===== src/ddeo_pkg.sv =====
// Shared constants, types and tables for the wheel odometry block.
`timescale 1ns / 1ps
package ddeo_pkg;
	localparam int CORDIC_STEPS_DEF = 24;
	localparam int POS_FRAC_DEF = 16;
	localparam logic [31:0] MPC_RESET = 32'd1262723;
	localparam logic [31:0] HPC_RESET = 32'd1860812;
	localparam logic [33:0] GAIN_Q30 = 34'd652032874;
	localparam logic [0:0] REG_MPC = 1'b0;
	localparam logic [0:0] REG_HPC = 1'b1;

	typedef struct packed {
		logic start;
	} ctl_t;

	function automatic logic [31:0] atan_entry(input logic [4:0] i);
		logic [31:0] r;
		unique case (i)
			5'd0: r = 32'd536870912;
			5'd1: r = 32'd316933406;
			5'd2: r = 32'd167458907;
			5'd3: r = 32'd85004756;
			5'd4: r = 32'd42667331;
			5'd5: r = 32'd21354465;
			5'd6: r = 32'd10679838;
			5'd7: r = 32'd5340245;
			5'd8: r = 32'd2670163;
			5'd9: r = 32'd1335087;
			5'd10: r = 32'd667544;
			5'd11: r = 32'd333772;
			5'd12: r = 32'd166886;
			5'd13: r = 32'd83443;
			5'd14: r = 32'd41722;
			5'd15: r = 32'd20861;
			5'd16: r = 32'd10430;
			5'd17: r = 32'd5215;
			5'd18: r = 32'd2608;
			5'd19: r = 32'd1304;
			5'd20: r = 32'd652;
			5'd21: r = 32'd326;
			5'd22: r = 32'd163;
			5'd23: r = 32'd81;
			5'd24: r = 32'd41;
			5'd25: r = 32'd20;
			5'd26: r = 32'd10;
			5'd27: r = 32'd5;
			5'd28: r = 32'd3;
			5'd29: r = 32'd1;
			5'd30: r = 32'd1;
			default: r = 32'd0;
		endcase
		return r;
	endfunction
endpackage


===== src/ddeo_cordic.sv =====
// Iterative rotation-mode CORDIC giving cosine and sine of a binary angle.
`timescale 1ns / 1ps
module ddeo_cordic #(
	parameter int CORDIC_STEPS = ddeo_pkg::CORDIC_STEPS_DEF
) (
	input  logic               clk,
	input  logic               arst_n,
	input  ddeo_pkg::ctl_t     ctl,
	input  logic [31:0]        angle,
	output logic               done,
	output logic signed [33:0] cos_v,
	output logic signed [33:0] sin_v
);
	localparam int IW = $clog2(CORDIC_STEPS + 1);
	logic signed [33:0] x_q, y_q;
	logic signed [32:0] z_q;
	logic [IW-1:0] i_q;
	logic run_q, flip_q;
	logic [31:0] rot;
	logic signed [33:0] xs, ys;
	logic [31:0] at;

	assign rot = angle + 32'h4000_0000;
	assign xs = x_q >>> i_q;
	assign ys = y_q >>> i_q;
	assign at = ddeo_pkg::atan_entry(5'(i_q));

	always_ff @(posedge clk or negedge arst_n) begin
		if (!arst_n) begin
			run_q <= 1'b0;
			done <= 1'b0;
			i_q <= '0;
		end else begin
			done <= 1'b0;
			if (ctl.start) begin
				run_q <= 1'b1;
				i_q <= '0;
				flip_q <= rot[31];
				x_q <= ddeo_pkg::GAIN_Q30;
				y_q <= '0;
				z_q <= rot[31] ? 33'(signed'(angle + 32'h8000_0000))
					: 33'(signed'(angle));
			end else if (run_q) begin
				if (i_q == IW'(CORDIC_STEPS)) begin
					run_q <= 1'b0;
					done <= 1'b1;
					if (flip_q) begin
						x_q <= -x_q;
						y_q <= -y_q;
					end
				end else begin
					if (!z_q[32]) begin
						x_q <= x_q - ys;
						y_q <= y_q + xs;
						z_q <= z_q - 33'(at);
					end else begin
						x_q <= x_q + ys;
						y_q <= y_q - xs;
						z_q <= z_q + 33'(at);
					end
					i_q <= i_q + 1'b1;
				end
			end
		end
	end
	assign cos_v = x_q;
	assign sin_v = y_q;
endmodule


===== src/ddeo_serial_mult.sv =====
// Shift-add multiplier taking one multiplier bit per cycle.
`timescale 1ns / 1ps
module ddeo_serial_mult (
	input  logic        clk,
	input  logic        arst_n,
	input  logic        start,
	input  logic [33:0] a,
	input  logic [33:0] b,
	output logic        done,
	output logic [67:0] prod
);
	logic [33:0] b_q;
	logic [67:0] a_q;
	logic [5:0] n_q;
	logic run_q;

	always_ff @(posedge clk or negedge arst_n) begin
		if (!arst_n) begin
			run_q <= 1'b0;
			done <= 1'b0;
			n_q <= '0;
		end else begin
			done <= 1'b0;
			if (start) begin
				run_q <= 1'b1;
				n_q <= '0;
				a_q <= {34'd0, a};
				b_q <= b;
				prod <= '0;
			end else if (run_q) begin
				if (b_q[0]) prod <= prod + a_q;
				a_q <= a_q << 1;
				b_q <= b_q >> 1;
				n_q <= n_q + 1'b1;
				if (n_q == 6'd33) begin
					run_q <= 1'b0;
					done <= 1'b1;
				end
			end
		end
	end
endmodule


===== src/diff_drive_encoder_odometry_unit.sv =====
// Top level of the differential-drive wheel odometry block.
//   channel | dir | handshake          | payload
//   s_axis  | in  | s_axis_tvalid/ready | left_count, right_count
//   m_axis  | out | m_axis_tvalid/ready | pose and steps, 192 bits
//   cfg     | in  | cfg_valid/ready     | cfg_index, cfg_data
// The four products share one bit-serial multiplier. Each product has a start
// state, shift-add steps over the 34 multiplier bits and a wait state that
// collects the result.
// Reset clears the pose, previous counts and registers to their defaults.
// A finished result waits in the output register; the next beat is accepted
// only after the output register has been taken.
`timescale 1ns / 1ps
module diff_drive_encoder_odometry_unit #(
	parameter int CORDIC_STEPS = ddeo_pkg::CORDIC_STEPS_DEF,
	parameter int POSITION_FRAC_BITS = ddeo_pkg::POS_FRAC_DEF
) (
	input  logic         clk,
	input  logic         arst_n,
	input  logic         s_axis_tvalid,
	output logic         s_axis_tready,
	input  logic [63:0]  s_axis_tdata,  // left_count, right_count
	output logic         m_axis_tvalid,
	input  logic         m_axis_tready,
	output logic [191:0] m_axis_tdata,  // x_out, y_out, heading_out, step_x, step_y, step_heading
	input  logic         cfg_valid,
	output logic         cfg_ready,
	input  logic [0:0]   cfg_index,
	input  logic [31:0]  cfg_data
);
	localparam int SH = 33 - POSITION_FRAC_BITS;
	localparam logic [3:0] ST_IDLE = 4'd0, ST_TRAV = 4'd1, ST_HEAD = 4'd2,
		ST_CORD = 4'd3, ST_SX = 4'd4, ST_SY = 4'd5, ST_OUT = 4'd6,
		ST_WTR = 4'd7, ST_WTH = 4'd8, ST_WSX = 4'd9, ST_WSY = 4'd10,
		ST_CST = 4'd11;

	logic [3:0] st_q;
	logic [31:0] mpc_q, hpc_q, pl_q, pr_q, px_q, py_q, ph_q;
	logic [31:0] l_q, r_q, dh_q, sx_q, sy_q;
	logic signed [32:0] sum_q;
	logic signed [33:0] travel_q, cos_q, sin_q;
	logic [33:0] ma, mb;
	logic m_start, m_done, c_done;
	logic [67:0] prod;
	logic signed [33:0] cv, sv;
	ddeo_pkg::ctl_t cctl;
	logic signed [31:0] dl, dr;
	logic signed [32:0] sum_w;
	logic [32:0] mag;
	logic [67:0] tm;
	logic [33:0] tm_sat;
	logic neg_s;
	logic [33:0] fa;
	logic [67:0] sp;
	logic signed [67:0] sr;
	logic signed [31:0] sat;

	assign cfg_ready = 1'b1;
	assign s_axis_tready = (st_q == ST_IDLE) && !m_axis_tvalid;
	assign dl = signed'(s_axis_tdata[31:0] - pl_q);
	assign dr = signed'(s_axis_tdata[63:32] - pr_q);
	assign sum_w = 33'(dl) + 33'(dr);
	assign mag = sum_q[32] ? 33'(-sum_q) : 33'(sum_q);
	assign tm = (prod >> SH) + 68'(prod[SH-1]);
	assign tm_sat = (tm > 68'h7FFF_FFFF) ? 34'h7FFF_FFFF : 34'(tm);

	// Step products use magnitudes; sign is restored before rounding.
	assign fa = (st_q == ST_SX || st_q == ST_WSX)
		? (cos_q[33] ? 34'(-cos_q) : 34'(cos_q))
		: (sin_q[33] ? 34'(-sin_q) : 34'(sin_q));
	assign neg_s = travel_q[33] ^ ((st_q == ST_WSX) ? cos_q[33] : sin_q[33]);
	assign sp = neg_s ? -prod : prod;
	assign sr = (signed'(sp) + 68'sd536870912) >>> 30;
	assign sat = (sr > 68'sd2147483647) ? 32'h7FFF_FFFF
		: (sr < -68'sd2147483648) ? 32'h8000_0000 : 32'(sr);

	always_comb begin
		ma = '0;
		mb = '0;
		m_start = 1'b0;
		unique case (st_q)
			ST_TRAV: begin
				ma = 34'(mag); mb = 34'(mpc_q); m_start = 1'b1;
			end
			ST_HEAD: begin
				ma = {2'b00, dh_q}; mb = 34'(hpc_q);
				m_start = 1'b1;
			end
			ST_SX, ST_SY: begin
				ma = travel_q[33] ? 34'(-travel_q) : 34'(travel_q); mb = fa;
				m_start = 1'b1;
			end
			default: ;
		endcase
	end

	// The CORDIC is started by a single cycle in its own state.
	assign cctl.start = (st_q == ST_CST);

	ddeo_serial_mult u_mult (
		.clk(clk), .arst_n(arst_n), .start(m_start), .a(ma), .b(mb),
		.done(m_done), .prod(prod)
	);
	ddeo_cordic #(.CORDIC_STEPS(CORDIC_STEPS)) u_cordic (
		.clk(clk), .arst_n(arst_n), .ctl(cctl), .angle(ph_q),
		.done(c_done), .cos_v(cv), .sin_v(sv)
	);

	always_ff @(posedge clk or negedge arst_n) begin
		if (!arst_n) begin
			st_q <= ST_IDLE;
			mpc_q <= ddeo_pkg::MPC_RESET;
			hpc_q <= ddeo_pkg::HPC_RESET;
			pl_q <= '0; pr_q <= '0; px_q <= '0; py_q <= '0; ph_q <= '0;
			m_axis_tvalid <= 1'b0;
		end else begin
			if (cfg_valid) begin
				if (cfg_index == ddeo_pkg::REG_MPC) mpc_q <= cfg_data;
				else mpc_q <= mpc_q;
				if (cfg_index == ddeo_pkg::REG_HPC) hpc_q <= cfg_data;
			end
			if (m_axis_tvalid && m_axis_tready) m_axis_tvalid <= 1'b0;
			unique case (st_q)
				ST_IDLE: if (s_axis_tvalid && s_axis_tready) begin
					l_q <= s_axis_tdata[31:0];
					r_q <= s_axis_tdata[63:32];
					sum_q <= sum_w;
					dh_q <= 32'(dr - dl);
					st_q <= ST_TRAV;
				end
				ST_TRAV: st_q <= ST_WTR;
				ST_WTR: if (m_done) begin
					travel_q <= sum_q[32] ? -tm_sat : tm_sat;
					st_q <= ST_HEAD;
				end
				ST_HEAD: st_q <= ST_WTH;
				ST_WTH: if (m_done) begin
					dh_q <= prod[31:0];
					st_q <= ST_CST;
				end
				ST_CST: st_q <= ST_CORD;
				ST_CORD: if (c_done) begin
					cos_q <= cv;
					sin_q <= sv;
					st_q <= ST_SX;
				end
				ST_SX: st_q <= ST_WSX;
				ST_WSX: if (m_done) begin
					sx_q <= sat;
					st_q <= ST_SY;
				end
				ST_SY: st_q <= ST_WSY;
				ST_WSY: if (m_done) begin
					sy_q <= sat;
					st_q <= ST_OUT;
				end
				ST_OUT: begin
					px_q <= px_q + sx_q;
					py_q <= py_q + sy_q;
					ph_q <= ph_q + dh_q;
					pl_q <= l_q;
					pr_q <= r_q;
					m_axis_tdata <= {dh_q, sy_q, sx_q, ph_q + dh_q,
						py_q + sy_q, px_q + sx_q};
					m_axis_tvalid <= 1'b1;
					st_q <= ST_IDLE;
				end
				default: st_q <= ST_IDLE;
			endcase
		end
	end

`ifndef SYNTHESIS
	a_out_idle: assert property (@(posedge clk) disable iff (!arst_n)
		m_axis_tvalid && !m_axis_tready |=> m_axis_tvalid) else $error("result lost");
	a_no_accept_busy: assert property (@(posedge clk) disable iff (!arst_n)
		(st_q != ST_IDLE) |-> !s_axis_tready) else $error("accept while busy");
	a_out_after: assert property (@(posedge clk) disable iff (!arst_n)
		(st_q == ST_OUT) |=> m_axis_tvalid) else $error("no result");
`endif
endmodule


===== config.mk =====
export PLATFORM = sky130hd
export DESIGN_NAME = diff_drive_encoder_odometry_unit
export DESIGN_NICKNAME = d
export VERILOG_FILES = /design/src/ddeo_pkg.sv /design/src/ddeo_cordic.sv /design/src/ddeo_serial_mult.sv /design/src/diff_drive_encoder_odometry_unit.sv
export SDC_FILE = /design/constraint.sdc
export NUM_CORES = 2
export LEC_CHECK = 0
export BUFFER_PORTS_ARGS = -buffer_cell sky130_fd_sc_hd__buf_2
export CAP_MARGIN = 20
export CORE_MARGIN = 5
export CORE_UTILIZATION = 40
export CTS_CLUSTER_SIZE = 10
export DETAILED_ROUTE_END_ITERATION = 8
export PLACE_DENSITY = 0.55
export SLEW_MARGIN = 20
export SYNTH_ARGS = -nofsm -noshare
export SYNTH_HDL_FRONTEND = slang
export SYNTH_SLANG_ARGS = --single-unit

===== constraint.sdc =====
create_clock -name clk -period 17.25 [get_ports clk]
set_clock_uncertainty 0.15 [all_clocks]
set_input_delay 0.8625 -clock clk [delete_from_list [all_inputs] [get_ports clk]]
set_output_delay 0.8625 -clock clk [all_outputs]
set_load 0.1 [all_outputs]

# == Yosys cells after proc, flatten, opt, wreduce, memory -nomap -nowiden ==
# Memory sizes are Yosys's and may differ from the RTL's.
# Cells that the tools add are included.
# word_totals
ff_bits,1003
mem_count,1
elab_cells,177
inputBits,102
rom_bits,960
# classes
mux,62
n_addsub,28
eq_ne,20
shift,2
bitwise,2
magnitude_cmp,3
reduce_logical,26
# memory_table
name,depth,width,rd,rd_clocked_by_memory_dff,write_ports,line,rtl
(name not given),32,30,1,0,0,ddeo_pkg.sv:18,unique case (i)
# ops
cell,n
$mux 34,17
$mux 68,4
$neg 34->34,6
$pmux 34 s3,2
$mux 33,6
$mux 32,4
$add 32x32->32,3
$sub 32x32->32,3
$add 34x34->34,2
$add 68x31->68 const B,1
$add 68x68->68,1
$neg 68->68,1
$sshr 34x5->34,2
$sub 34x34->34,2
$pmux 32 s2,1
$add 51x1->52,1
$gt 52x31->1 const B,1
$pmux 4 s11,1
$gt 38x32->1 const B,1
$lt 38x32->1 const B,1
$add 32x32->33,1
$add 33x32->33,1
$neg 33->33,1
$sub 33x32->33,1
other kinds (29),79

# == Depth between registers and ports, before layout ==
# depth
depth_word,8
mapped_depth,32

# == By module ==
# From an unflattened synthesis, not the netlist that was laid out.
# hier_totals
cells_unflattened,7669
area_unflattened_um2,72872.4
# by_module_without_submodules
module,area_each_um2,cells_per_inst,seq_area_each_um2,instances
diff_drive_encoder_odometry_unit,42600.9,4153,20377.0,1
ddeo_cordic,18186.2,2312,3238.1,1
ddeo_serial_mult,12085.3,1204,5305.1,1

# == Worst setup path before layout ==
# Ideal clock, no wire load.
# synth_path
kind,reg2reg
start,register st_q[3]
end,"register m_axis_tdata[0], enable pin"
slack_ns,6.908
t_arrival_ns,9.444
path_stages_with_launch,7
t_required_ns,16.352
period_less_slack_ns,10.342
path_cell_list,dfrtp_1 clkbuf_1 nand2b_1 or2_2 clkbuf_1 clkbuf_1 nor2_1
# synth_via
elab_chain_cells,2
# synth_rtl
element,line,rtl
from (decl),diff_drive_encoder_odometry_unit.sv:36,logic [3:0] st_q;
from (signal assigned),diff_drive_encoder_odometry_unit.sv:110,st_q <= ST_IDLE;
from (signal assigned),diff_drive_encoder_odometry_unit.sv:128,st_q <= ST_TRAV;
from (signal assigned),diff_drive_encoder_odometry_unit.sv:130,ST_TRAV: st_q <= ST_WTR;
$eq 4x3->1,diff_drive_encoder_odometry_unit.sv:122,unique case (st_q)
$reduce_and 2->1 (no source line),--,
to (signal assigned),diff_drive_encoder_odometry_unit.sv:162,"m_axis_tdata <= {dh_q, sy_q, sx_q, ph_q + dh_q,"
to (decl),diff_drive_encoder_odometry_unit.sv:24,"output logic [191:0] m_axis_tdata,"
# No other way between the ends.
# A chain may end at the register's enable or synchronous reset.

# == Worst setup path in the final report ==
# layout_path
start,register u_cordic.i_q[1]
end,"register u_cordic.z_q[32], data pin"
# layout_via
elab_chain_cells,6
# layout_rtl
element,line,rtl
from (decl),ddeo_cordic.sv:17,logic [IW-1:0] i_q;
from (signal assigned),ddeo_cordic.sv:61,i_q <= i_q + 1'b1;
$mem_v2 32x30 *,--,
$sub 33x32->33 or $add 33x32->33 (tied branches),"ddeo_cordic.sv:55, ddeo_cordic.sv:59",
$mux 33 *,ddeo_cordic.sv:52,if (!z_q[32]) begin
$mux 33 *,ddeo_cordic.sv:44,if (i_q == IW'(CORDIC_STEPS)) begin
$mux 33 *,ddeo_cordic.sv:43,end else if (run_q) begin
$mux 33 *,ddeo_cordic.sv:35,if (ctl.start) begin
to (signal assigned),ddeo_cordic.sv:41,z_q <= rot[31] ? 33'(signed'(angle + 32'h8000_0000))
to (signal assigned),ddeo_cordic.sv:55,z_q <= z_q - 33'(at);
to (signal assigned),ddeo_cordic.sv:59,z_q <= z_q + 33'(at);
to (decl),ddeo_cordic.sv:16,logic signed [32:0] z_q;
# Every way passes the cells marked *; elsewhere a longest branch is shown, timed or not. The select of a mux whose other input is x is not followed.

==> results by group <==
Run status
  – Status: complete, no violations

Detailed routing
  – Final ANT Viol Nets: 0
  – WL final: 217 mm
  – Vias: 56565
  – DRC: 0
  – Iteration-0 DRC Markers: 5041
  – DR WL/cell: 21.9 um
  – Vias per cell: 5.72
  – First-pass DRT Iterations: 6

Placement
  – Worst slack, placed: 9.51 ns
  – GPL Wtd Cong: 0.937
  – I/O Buffers: 295
  – HPWL after detailed placement: 157 mm
  – Placed Instances: 9655

Synthesis
  – Post-synthesis mux area share: 0.0583
  – Largest family of logic cells by synthesized area: compound AO/OA/AOI/OAI gates
  – Compound-Gate Fraction of Synth Area: 0.177
  – Ys Warns: 0
  – Syn nets: 7854
  – Avg Cell Area, Syn: 9.56 sq um
  – Mapped cell area: 0.0701 sq mm
  – Asr flop ratio synth: 0.243
  – Simple logic cell fraction of the synthesized area: 0.154
  – Number of synthesized flops with an enable pin: 759
  – Commonest register cell after synthesis: edfxtp_1
  – Yosys cell types: 106
  – Synth Area in XOR/XNOR: 0.0853
  – Yosys reg bits: 1003
  – Area share of fa/ha/maj cells after synthesis: 0.0760
  – Sequential fraction of the synthesis area: 0.413
  – Synth Instances: 7333

Job
  – Max Cap Violations: 0

CTS
  – Clk slew on worst S/H paths: 0.06 ns
  – H-tree depth: 3
  – CTS tree: built
  – CTS Buf Count: 121
  – Num Clock Sinks: 1003
  – Root Driver: clkbuf_16
  – Clk Latency, worst-skew pair: 0.79 ns
  – Clock tree buffer depth: 3

Pwr
  – Combinational power share: 0.176
  – Seq pwr share: 0.437
  – Power Density: 84.0 mW/mm^2
  – VDD IR max: 0.0000847 V
  – Pleak: 30.7 nW
  – NetSw: 1.85 mW
  – Clock power share: 0.387
  – Cell Int Power: 4.67 mW
  – Net switching fraction of the power: 0.284

Worst setup path
  – Startpoint types: flop
  – Kind of critical path: reg2reg
  – Critical Path End Type: flop
  – Crit Path Max Fanout: 79
  – Crit path DAT: 8.16 ns
  – Critical Path RT: 17.60 ns

GRT
  – Global route overflow: 0
  – Initial antenna violation count: 7
  – Largest net degree at the start of global routing: 85
  – First-pass GRT wire length: 332 mm
  – GRT Resource Usage Total: 0.228
  – Vias in the first global route: 54716

Cells and area
  – Nets@finish: 7975
  – Area grow syn2layout: 10.8%
  – Multi-input gate area: 0.0387 sq mm
  – Commonest non-fill, non-tap cell in the layout: nand2_1
  – Share of post-route cells with drive strength above 1: 0.122
  – Finished Layout Cells: 9884
  – Fillers: 16622
  – Util after Layout: 0.446
  – Most frequent cells in the layout: nand2_1, edfxtp_1, nor2_1
  – Sequential cell area: 0.0289 sq mm

STA
  – Slew headroom: 0.247
  – Tmin final: 7.82 ns
  – Final setup margin: 9.43 ns
  – Slew Limit Fails: 0
  – Worst Max-Slew Pin Slew: 1.12 ns
  – Final setup fails: 0
  – Fin Setup TNS: 0 ns
  – Final Hold Viols: 0
  – RSZ-0062 raised after global routing: no
  – Fmax: 128 MHz
  – Fin crit share: 0.453

Floorplanning
  – Die H: 429 um
  – Row cnt: 153
  – Die area: 0.184 sq mm
  – Core Footprint: 0.174 sq mm
  – Starting Density: 0.403
  – # IOs: 297
  – Die W: 429 um

Hold path
  – Hold Path Class: in2reg
==> path summary, 6_finish.rpt <==
kind | slack, ns | to | from | cells after the start
max in group asynchronous | 13.80 | pl_q[4] | arst_n | 4
min in group asynchronous | 0.66 | py_q[31] | arst_n | 2
hold reg to reg | 0.29 | pr_q[31] | r_q[31] | 2
setup / recovery | 9.43 | u_cordic.z_q[32] | u_cordic.i_q[1] | 26
setup reg to reg | 9.43 | u_cordic.z_q[32] | u_cordic.i_q[1] | 26
hold / removal | 0.13 | m_axis_tvalid | m_axis_tready | 2
==> registers in the layout, indices dropped and copies added, names as in the netlist, 33 cells and up <==
signal / cells
m_axis_tdata: 192
u_mult.a_q: 68
u_mult.prod: 68
cos_q: 34
sin_q: 34
travel_q: 34
u_cordic.cos_v: 34
u_cordic.sin_v: 34
u_mult.b_q: 34
sum_q: 33
u_cordic.z_q: 33
==> layout make-up <==
cell class,count,area share
clock inverter,21,0.00403
sequential,1003,0.373
tap,2325,0.0375
clock buffer,205,0.0458
multi-input combinational,5676,0.499
antenna,2,0.0000645
timing repair buffer,382,0.0280
inverter,270,0.0131
==> power groups by stage <==
stage | clock network, mW | registers, mW | logic (mW)
2_1_floorplan | 0 | 2.80 | 0.902
4_1_cts | 2.59 | 2.85 | 1.15
6_report | 2.52 | 2.85 | 1.15
3_3_place_gp | 0 | 2.89 | 1.13
5_1_grt | 2.69 | 2.86 | 1.28
3_5_place_dp | 0 | 2.90 | 1.14
==> kinds of logic after synthesis <==
kind of cell             count (synthesis)
XOR/XNOR                               681
AND/OR/NAND/NOR                       2319
flip-flops                            1003
buffers and inverters                  654
multiplexers                           289
other                                    1
adder cells (fa/ha/maj)                419
AO/OA/AOI/OAI                         1967
==> synthesized netlist by cell type, drive strengths merged, types with 82 or more instances <==
master	n	share of area
clkbuf	276	0.015
nand2	835	0.045
edfxtp	759	0.33
nand3	140	0.010
mux4	82	0.026
ha	408	0.073
inv	268	0.014
nor2	635	0.034
mux2	133	0.021
buf	108	0.0078
dfrtp	226	0.081
a21o	150	0.016
o21ai	540	0.040
a21oi	608	0.043
xor2	263	0.033
nor3	146	0.011
xnor2	418	0.052
==> metal layers <==
layer / part of all wire / vias up / GRT usage
met2: 0.46 / 1608 / 0.376
met4: 0.045 / 2 / 0.0894
met1: 0.44 / 27467 / 0.305
met3: 0.050 / 343 / 0.0288
met5: 0.000060 / - / 0
li1: - / 27145 / -
==> through the flow <==
stage                     hold WS, ns  instance area, sq um  power [mW]
after CTS                      0.0549                 77600        6.59
after detailed placement        0.281                 73700        4.03
final                           0.127                 77600        6.53
after global placement          0.268                 73700        4.02
after floorplan                 0.265                 70100        3.71
after global routing           0.0880                 77600        6.83
==> timing repair <==
action | 4_1_cts | 5_1_grt
hold endpoints to repair | 50 | 0
buffers inserted | 0 | 0
resized for setup | 0 | 0
hold buffers | 1 | 0
==> critical path: stages (launching register included) <==
cell and delay [ns]:
dfrtp_4 0.46, buf_4 0.79, inv_1 0.43, ha_1 0.54
inv_1 0.06, nor2_1 0.26, a211oi_1 0.10, nor3_1 0.22
a21oi_1 0.11, nor2b_1 0.22, nor2b_1 0.15, and3_1 0.22
and3_1 0.16, nor2_1 0.69, xor2_1 0.20, ha_1 0.37
o21ai_0 0.09, a32oi_1 0.13, a21oi_1 0.30, a211oi_1 0.16
a41o_1 0.28, o41ai_1 0.43, a2bb2oi_1 0.35, a21oi_1 0.16
o21ai_0 0.25, xor2_1 0.17, a21oi_1 0.08
No activity file was read; power rests on OpenSTA's default activity.
